$ cat config.mk
export PLATFORM = sky130hd
export DESIGN_NAME = crts_ctrl
export DESIGN_NICKNAME = d
export VERILOG_FILES = /design/src/rtl/core/crts_pkg.sv /design/src/rtl/core/crts_ctrl.sv
export SDC_FILE = /design/constraint.sdc
export NUM_CORES = 1
export LEC_CHECK = 0
export BUFFER_PORTS_ARGS = -buffer_cell sky130_fd_sc_hd__buf_2
export CAP_MARGIN = 10
export CORE_AREA = 2 2 39 41
export CTS_CLUSTER_DIAMETER = 80
export DETAILED_ROUTE_END_ITERATION = 8
export DIE_AREA = 0 0 41 43
export PLACE_DENSITY = 0.76
export SYNTH_ARGS = -nofsm -noshare
export SYNTH_HDL_FRONTEND = slang
export SYNTH_SLANG_ARGS = --single-unit
$ cat constraint.sdc
create_clock -name i_clk -period 2.2 [get_ports i_clk]
set_clock_uncertainty 0.15 [all_clocks]
set_input_delay 0.11 -clock i_clk [delete_from_list [all_inputs] [get_ports i_clk]]
set_output_delay 0.11 -clock i_clk [all_outputs]
set_load 0.1 [all_outputs]
$ cat src/rtl/core/crts_pkg.sv
`timescale 1ns / 1ps

package crts_pkg;

    localparam int MAX_ITEMS = 64;
    localparam int IDX_W     = $clog2(MAX_ITEMS);
    localparam int CNT_W     = $clog2(MAX_ITEMS + 1);
    localparam int FIELD_W   = 7;
    localparam int DATA_W    = 32;
    localparam int ADDR_W    = 3;

    localparam logic OP_RECORD = 1'b0;
    localparam logic OP_RUN    = 1'b1;

    localparam logic [ADDR_W-1:0] ADDR_NODE_COUNT = 3'd0;
    localparam logic [FIELD_W-1:0] NODE_COUNT_RESET = FIELD_W'(MAX_ITEMS);

    typedef logic [MAX_ITEMS-1:0] t_row;

    typedef enum logic [3:0] {
        S_CLR,
        S_IDLE,
        S_REC_A,
        S_REC_B,
        S_REC_WB,
        S_CNT_RD,
        S_CNT_ACC,
        S_READY,
        S_PICK,
        S_UPD,
        S_OUT_RD,
        S_OUT_EM
    } t_state;

    typedef struct packed {
        logic load;
        logic run_init;
        logic idx_clr;
        logic idx_inc;
        logic mat_clr;
        logic rd_a;
        logic wr_a;
        logic wr_b;
        logic cnt_acc;
        logic ready_init;
        logic pick;
        logic upd;
        logic out_em;
    } t_cmd;

    typedef struct packed {
        logic rec_ok;
        logic idx_last;
        logic clr_last;
        logic ready_empty;
    } t_status;

    // Index of the highest item taking part in a run, with the count saturated to the range.
    function automatic logic [IDX_W-1:0] last_index(input logic [FIELD_W-1:0] count);
        logic [IDX_W-1:0] res;
        if (count == '0) begin
            res = '0;
        end else if (int'(count) > MAX_ITEMS) begin
            res = IDX_W'(MAX_ITEMS - 1);
        end else begin
            res = IDX_W'(count - FIELD_W'(1));
        end
        return res;
    endfunction

    // The lowest set bit is isolated with one add, then encoded.
    function automatic logic [IDX_W-1:0] lowest_index(input t_row vec);
        t_row             low;
        logic [IDX_W-1:0] idx;
        low = vec & (~vec + t_row'(1));
        idx = '0;
        for (int k = 0; k < MAX_ITEMS; k++) begin
            if (low[k]) begin
                idx = idx | IDX_W'(k);
            end
        end
        return idx;
    endfunction

    function automatic logic index_ok(input logic [FIELD_W-1:0] idx);
        return (idx != '0) && (int'(idx) <= MAX_ITEMS);
    endfunction

endpackage

$ cat src/rtl/core/crts_ctrl.sv
`timescale 1ns / 1ps

module crts_ctrl (
    input  logic              i_clk,
    input  logic              i_rst_n,
    input  logic              i_start,
    input  logic              i_opcode,
    input  crts_pkg::t_status i_status,
    output crts_pkg::t_cmd    o_cmd,
    output logic              o_busy
);

    crts_pkg::t_state r_state;
    crts_pkg::t_state n_state;

    always_ff @(posedge i_clk) begin
        if (!i_rst_n) begin
            r_state <= crts_pkg::S_CLR;
        end else begin
            r_state <= n_state;
        end
    end

    always_comb begin
        n_state = r_state;
        case (r_state)
            crts_pkg::S_CLR: begin
                if (i_status.clr_last) begin
                    n_state = crts_pkg::S_IDLE;
                end
            end
            crts_pkg::S_IDLE: begin
                if (i_start) begin
                    if (i_opcode == crts_pkg::OP_RUN) begin
                        n_state = crts_pkg::S_CNT_RD;
                    end else begin
                        n_state = crts_pkg::S_REC_A;
                    end
                end
            end
            crts_pkg::S_REC_A: begin
                n_state = i_status.rec_ok ? crts_pkg::S_REC_B : crts_pkg::S_IDLE;
            end
            crts_pkg::S_REC_B:   n_state = crts_pkg::S_REC_WB;
            crts_pkg::S_REC_WB:  n_state = crts_pkg::S_IDLE;
            crts_pkg::S_CNT_RD:  n_state = crts_pkg::S_CNT_ACC;
            crts_pkg::S_CNT_ACC: begin
                n_state = i_status.idx_last ? crts_pkg::S_READY : crts_pkg::S_CNT_RD;
            end
            crts_pkg::S_READY:   n_state = crts_pkg::S_PICK;
            crts_pkg::S_PICK: begin
                n_state = i_status.ready_empty ? crts_pkg::S_OUT_RD : crts_pkg::S_UPD;
            end
            crts_pkg::S_UPD:     n_state = crts_pkg::S_PICK;
            crts_pkg::S_OUT_RD:  n_state = crts_pkg::S_OUT_EM;
            crts_pkg::S_OUT_EM: begin
                n_state = i_status.idx_last ? crts_pkg::S_CLR : crts_pkg::S_OUT_RD;
            end
            default:             n_state = crts_pkg::S_CLR;
        endcase
    end

    always_comb begin
        o_cmd  = '0;
        o_busy = 1'b1;
        case (r_state)
            crts_pkg::S_CLR: begin
                o_cmd.mat_clr = 1'b1;
                o_cmd.idx_inc = !i_status.clr_last;
            end
            crts_pkg::S_IDLE: begin
                o_busy = 1'b0;
                if (i_start) begin
                    o_cmd.load = 1'b1;
                    if (i_opcode == crts_pkg::OP_RUN) begin
                        o_cmd.run_init = 1'b1;
                        o_cmd.idx_clr  = 1'b1;
                    end
                end
            end
            crts_pkg::S_REC_A:   o_cmd.rd_a = i_status.rec_ok;
            crts_pkg::S_REC_B:   o_cmd.wr_a = 1'b1;
            crts_pkg::S_REC_WB:  o_cmd.wr_b = 1'b1;
            crts_pkg::S_CNT_RD:  o_cmd = '0;
            crts_pkg::S_CNT_ACC: begin
                o_cmd.cnt_acc = 1'b1;
                o_cmd.idx_inc = !i_status.idx_last;
            end
            crts_pkg::S_READY:   o_cmd.ready_init = 1'b1;
            crts_pkg::S_PICK: begin
                o_cmd.pick    = !i_status.ready_empty;
                o_cmd.idx_clr = i_status.ready_empty;
            end
            crts_pkg::S_UPD:     o_cmd.upd = 1'b1;
            crts_pkg::S_OUT_RD:  o_cmd = '0;
            crts_pkg::S_OUT_EM: begin
                o_cmd.out_em  = 1'b1;
                o_cmd.idx_clr = i_status.idx_last;
                o_cmd.idx_inc = !i_status.idx_last;
            end
            default:             o_cmd = '0;
        endcase
    end

endmodule

==> results of run 1 <==
logic make-up after synthesis:
family / count (synthesis)
AND/OR/NAND/NOR: 36
AO/OA/AOI/OAI: 13
buffers and inverters: 9
flip-flops: 4
XOR/XNOR: 1
multiplexers: 1
layout by cell type (no fill, tap or decap), types with 2 or more instances in the layout:
| cell | n |
|---|---|
| sky130_fd_sc_hd__inv_1 | 2 |
| sky130_fd_sc_hd__buf_2 | 19 |
| sky130_fd_sc_hd__nor2_1 | 7 |
| sky130_fd_sc_hd__a31oi_1 | 2 |
| sky130_fd_sc_hd__buf_4 | 4 |
| sky130_fd_sc_hd__nor3_1 | 4 |
| sky130_fd_sc_hd__dfxtp_1 | 4 |
| sky130_fd_sc_hd__o31ai_1 | 2 |
| sky130_fd_sc_hd__nor3_2 | 3 |
| sky130_fd_sc_hd__buf_12 | 2 |
| sky130_fd_sc_hd__nor2b_1 | 2 |
| sky130_fd_sc_hd__nor4_2 | 3 |
| sky130_fd_sc_hd__nand2_1 | 3 |
| sky130_fd_sc_hd__clkbuf_4 | 3 |
| sky130_fd_sc_hd__nand2b_1 | 2 |
worst max-delay path, stage by stage, from the launching register on:
cell	delay, ps
sky130_fd_sc_hd__dfxtp_1	550
sky130_fd_sc_hd__nand2b_4	100
sky130_fd_sc_hd__nor3_2	190
sky130_fd_sc_hd__and3_2	210
sky130_fd_sc_hd__buf_2	420
stage by stage:
step / utilization, % / hold WS, ps / area, um2
global route: 49.9 / 69.4 / 691
CTS: 49.9 / 44.3 / 691
detailed placement: 47.6 / 219 / 658
finish: 49.9 / 43.5 / 691
floorplan: - / 77.5 / 529
global placement: 47.6 / 217 / 658
worst max-delay path by stage:
stage,cells after the start,endpoint
6_report,4,o_cmd[11]
3_5_place_dp,4,o_cmd[11]
3_3_place_gp,4,o_cmd[11]
4_1_cts,4,o_cmd[11]
2_1_floorplan,3,o_cmd[2]
5_1_grt,4,o_cmd[11]
power by group through the flow:
| stage | combinational, mW | clock, mW | sequential (mW) |
|---|---|---|---|
| floorplan | 0.191 | 0 | 0.0798 |
| global placement | 0.218 | 0 | 0.0908 |
| detailed placement | 0.221 | 0 | 0.0916 |
| CTS | 0.223 | 0.0947 | 0.0905 |
| global route | 0.233 | 0.104 | 0.0920 |
| finish | 0.221 | 0.0918 | 0.0908 |
routing by layer:
layer	track usage, %	vias up
li1	-	283
met1	24.4	262
met2	21.6	32
met3	4.71	4
met4	14.0	0
met5	0	-
layout make-up:
class,instances,area [um2],share of cell area (%)
repair buffers,26,175,25.4
multi-input cells,51,385,55.8
flip-flops and latches,4,80.1,11.6
clock buffers,3,22.5,3.26
inverters,2,7.51,1.09
well taps,16,20.0,2.90
==> summary.log, run 1 <==
[outcome] run status complete, no violations
[detailed_routing] average routed wire per standard cell 12.2 um
[power] part of the total power dissipated in combinational logic 54.8%
[final_layout] biggest regs r_state: 4 flops
[placed_design] final weighted congestion in routability-driven placement 0.850
[floorplanning] floorplan die area 1760 um2
[clock_network] clock sinks 4
[setup_path] biggest fanout along the worst timing path 10
[power] cell-internal power 0.204 mW
[placed_design] worst-case setup slack after placement 487 ps
[grt] number of global-route vias before repair 488
[final_layout] post-route non-filler standard cell count 102
[power] part of the power in registers 22.5%
[synthesis] number of cells produced by synthesis 64
[detailed_routing] Met1 Routed Length 538 um
[grt] wire length of the first global-routing pass 2.12 mm
[detailed_routing] routed vias 581
[power] power consumption 0.404 mW
[worst_hold_path] Worst Min Path Start i_start
[synthesis] number of enable-type register cells in the synthesized netlist 0
[setup_path] worst setup path class flop to primary output
[synthesis] main combinational cell family by area after synthesis simple AND/OR/NAND/NOR gates
[detailed_routing] number of remaining DRC errors 0
[timing] max-slew violation count 0
[final_layout] count of inserted antenna diode cells 0
[worst_hold_path] worst min-delay path class input port to flop
[setup_path] worst r2r dst r_state[2]
[power] Switching Share 49.6%
[grt] pin count of the biggest net entering global routing 12
[timing] Fmax 508 MHz
[setup_path] first element of the critical path r_state[0]
[timing] slew of the pin with the lowest slew margin 490 ps
[synthesis] count of state elements after synthesis 4
[worst_hold_path] worst hold path stage count 3
[synthesis] fraction of the mapped netlist area in adder cells 0%
[power] Pwr Density 585 nW/um2
[synthesis] simple-gate area share of the yosys netlist 46.0%
[detailed_routing] total iterations of the first detailed-routing run 4
[setup_path] worst r2r path cells 5
[synthesis] cell type contributing the most total cell area after synthesis sky130_fd_sc_hd__dfxtp_1
[clock_network] Post-CTS Setup Repair Bufs 0
[synthesis] Synth Area in Compound Gates 20.7%
[clock_network] number of buffers between clock root and the deepest sink 2
[grt] antenna violations before repair 0
[timing] setup repair after global routing missed its margin no
[clock_network] hold-fix buffer count after cts 1
[power] clock network fraction of design power 22.7%
[setup_path] data arrival time at the worst-slack endpoint 1710 ps
[floorplanning] starting utilization of the core area 35.4%
[detailed_routing] routed length on met3 110 um
[synthesis] share of async-settable or async-resettable flops after synthesis 0%
[detailed_routing] initial DRC count 7
[worst_hold_path] terminating pin of the worst hold path r_state[0]
[detailed_routing] number of vias per cell 5.70
[synthesis] post-synth net total 72
[synthesis] leading post-synthesis cells by cell area sky130_fd_sc_hd__dfxtp_1 16%, sky130_fd_sc_hd__buf_6 6.9%, sky130_fd_sc_hd__nor3_1 6.1%
[timing] final-report hold violation count 0
[synthesis] Yosys Warn Count 0
[detailed_routing] amount of wire on met2 after detailed routing 553 um
[synthesis] xor and xnor fraction of the mapped netlist area 1.79%
[synthesis] dominant synthesized flop cell sky130_fd_sc_hd__dfxtp_1
[synthesis] top post-synthesis cells by count 8 x sky130_fd_sc_hd__nor2_1, 6 x sky130_fd_sc_hd__nor3_1, 4 x sky130_fd_sc_hd__dfxtp_1
[clock_network] Clk Latency, worst-skew pair 240 ps
[power] Net Sw Power 0.200 mW
[setup_path] crit start category flop
[setup_path] origin of the critical flop-to-flop path r_state[2]
[timing] setup slack of the critical path after layout 231 ps
[floorplanning] Boundary Pins 22
[setup_path] kind of capture point of the worst setup path primary output
[floorplanning] Site Rows 14
[final_layout] flip-flop count of the largest register after layout 4
[synthesis] most frequently used cell type in the post-synthesis netlist sky130_fd_sc_hd__nor2_1
[synthesis] per-instance average area after synthesis 7.64 um2
[timing] setup TNS after final layout 0 ps
[detailed_routing] Max Used Layer met4
[final_layout] Area Overhead vs Synth 41.2%
[synthesis] Post-Syn Area 489 um2
[synthesis] distinct cell type count of the synthesized netlist 36
[detailed_routing] Detail Route Antenna Nets 0
[synthesis] area share of the largest cell type after synthesis 16.4%
[final_layout] Final #Nets 96
[clock_network] number of H-tree branching levels 1
[floorplanning] Die X 41 um
[timing] minimum clock period after layout 1970 ps
[final_layout] filler cell count in the final layout 141
[grt] overall track demand over capacity in global routing 17.6%
[final_layout] share of post-route cells with drive strength above 1 50.0%
[placed_design] hpwl dp 976 um
[floorplanning] Die Ht 43 um
[detailed_routing] final wirelength 1.24 mm
[clock_network] total of cells resized after clock tree synthesis 0
[placed_design] PortBufs 21
[synthesis] multiplexer area fraction after synthesis 2.05%
[clock_network] CTS tree built
[timing] max-slew headroom at the worst pin 67.6%
[floorplanning] area of the core 1380 um2
[power] static leakage 0.304 nW
[synthesis] sequential fraction of the synthesis area 16.4%
[setup_path] worst path required time 1940 ps
[clock_network] clock-pin slew reported for the worst setup and hold paths after clock tree synthesis 40 ps
[placed_design] Inst Count DP 98
[final_layout] Most flops, register r_state
[setup_path] flop-to-flop setup slack 590 ps
[timing] post-route clock period utilization 89.5%
[power] Peak VDD IR 0.261 mV
[clock_network] Inserted Clock Buffers 3
[clock_network] root buf cell sky130_fd_sc_hd__clkbuf_4
[grt] GRT overflow 0
[job] total of max-cap violations 0
[timing] setup-violating endpoint count in the final report 0
Power figures use the tool's default switching activity.
==> inputs of run 2 (changes only) <==
Settings changed: SETUP_SLACK_MARGIN from default to 0.4.
==> summary.log, run 2 (same netlist as run 1, synthesis figures left out) <==
[outcome] run status complete, no violations
[setup_path] kind of capture point of the worst setup path primary output
[final_layout] Most flops, register r_state
[setup_path] flop-to-flop setup slack 730 ps
[final_layout] flip-flop count of the largest register after layout 4
[detailed_routing] routed vias 538
[detailed_routing] number of vias per cell 5.33
[final_layout] Final #Nets 95
[job] total of max-cap violations 0
[setup_path] origin of the critical flop-to-flop path r_state[0]
[setup_path] biggest fanout along the worst timing path 12
[timing] max-slew violation count 0
[clock_network] Inserted Clock Buffers 3
[final_layout] post-route cell area 863 um2
[floorplanning] Die X 41 um
[grt] number of global-route vias before repair 517
[grt] GRT overflow 0
[timing] slew of the pin with the lowest slew margin 484 ps
[floorplanning] area of the core 1380 um2
[clock_network] number of H-tree branching levels 1
[floorplanning] Die Ht 43 um
[clock_network] CTS tree built
[grt] overall track demand over capacity in global routing 18.2%
[placed_design] PortBufs 21
[detailed_routing] average routed wire per standard cell 13.4 um
[timing] Fmax 568 MHz
[power] static leakage 0.323 nW
[setup_path] worst setup path class flop to primary output
[detailed_routing] number of remaining DRC errors 0
[setup_path] worst r2r dst r_state[1]
[worst_hold_path] worst min-delay path class input port to flop
[floorplanning] floorplan die area 1760 um2
[setup_path] cell-by-cell trace of the critical path nand2b_4 > nor3_4 > and3_4 > o21bai_4 > buf_12
[setup_path] maximum single-stage delay on the critical path 460 ps
[placed_design] worst-case setup slack after placement 339 ps
[grt] pin count of the biggest net entering global routing 15
[timing] setup TNS after final layout 0 ps
[timing] minimum clock period after layout 1760 ps
[timing] final-report hold violation count 0
[final_layout] Final Core Density 62.4%
[final_layout] count of inserted antenna diode cells 0
[power] power consumption 0.440 mW
[final_layout] commonest cells after routing, fill and taps aside 9 x sky130_fd_sc_hd__buf_2, 7 x sky130_fd_sc_hd__clkbuf_4, 5 x sky130_fd_sc_hd__nor2_1, 5 x sky130_fd_sc_hd__buf_12
[detailed_routing] initial DRC count 5
[clock_network] clock sinks 4
[setup_path] data arrival time at the worst-slack endpoint 1500 ps
[detailed_routing] Detail Route Antenna Nets 0
[clock_network] number of buffers between clock root and the deepest sink 2
[placed_design] final weighted congestion in routability-driven placement 0.821
[floorplanning] starting utilization of the core area 35.4%
[final_layout] share of post-route cells with drive strength above 1 61.2%
[setup_path] worst r2r path cells 5
[timing] setup repair after global routing missed its margin yes
[final_layout] Area Overhead vs Synth 76.5%
[final_layout] biggest regs r_state: 4 flops
[floorplanning] Site Rows 14
[placed_design] hpwl dp 1.05 mm
[floorplanning] Boundary Pins 22
[clock_network] root buf cell sky130_fd_sc_hd__clkbuf_4
[timing] post-route clock period utilization 80.1%
[final_layout] most common cell after layout, fill and taps aside sky130_fd_sc_hd__buf_2
[placed_design] placed inst area 781 um2
[detailed_routing] total iterations of the first detailed-routing run 4
[setup_path] first element of the critical path r_state[0]
[setup_path] crit start category flop
[setup_path] master of the slowest instance on the critical path sky130_fd_sc_hd__dfxtp_4
[placed_design] Inst Count DP 97
[power] Peak VDD IR 0.419 mV
[timing] max-slew headroom at the worst pin 68.0%
[timing] setup slack of the critical path after layout 439 ps
[clock_network] Post-CTS Setup Repair Bufs 0
[detailed_routing] final wirelength 1.35 mm
[setup_path] worst path required time 1940 ps
[timing] final hold slack 42.5 ps
[power] Pwr Density 510 nW/um2
[grt] wire length of the first global-routing pass 2.26 mm
[grt] antenna violations before repair 0
[final_layout] post-route non-filler standard cell count 101
[clock_network] Clk Latency, worst-skew pair 240 ps
[timing] setup-violating endpoint count in the final report 0
[setup_path] destination of the critical timing path o_cmd[10]
[clock_network] clock-pin slew reported for the worst setup and hold paths after clock tree synthesis 40 ps
[run 2: cell type report]
cell class	count	area [um2]
fillers	119	520
clock buffers	3	22.5
repair buffers	25	241
inverters	2	7.51
well taps	16	20.0
multi-input cells	51	479
flip-flops and latches	4	92.6
[run 2: power by group]
group	internal (mW)	switching (mW)	leakage (nW)	total [mW]
clock	0.0610	0.0301	0.0138	0.0912
combinational	0.0862	0.166	0.274	0.252
sequential	0.0767	0.0196	0.0352	0.0963
[run 2: worst min path at each step]
stage | start | to | slack (ps) | depth (start not counted)
after global routing | i_start | r_state[0] | 60 | 3
after detailed placement | i_rst_n | r_state[3] | 220 | 2
after global placement | i_rst_n | r_state[3] | 220 | 2
after floorplan | i_rst_n | r_state[3] | 80 | 1
final | i_start | r_state[0] | 40 | 3
after CTS | i_start | r_state[0] | 30 | 3
[run 2: routing by layer]
layer / vias to the layer above / GRT usage, % / routed length (um)
met5: - / 0 / 0
met4: 0 / 0 / 0
met3: 0 / 7.85 / 89
met2: 19 / 27.5 / 662
met1: 245 / 25.2 / 601
li1: 274 / - / -
[run 2: timing repair]
item,CTS,global route
gates resized for setup,9,10
endpoints found under the hold margin,3,0
hold buffers,1,0
setup endpoints to repair,15,9
[run 2: critical path: cells and delay by family (launching register included)]
family | cells | cell delay, ps
compound gates | 1 | 130
buf+inv | 1 | 190
flops | 1 | 460
simple gates | 3 | 480
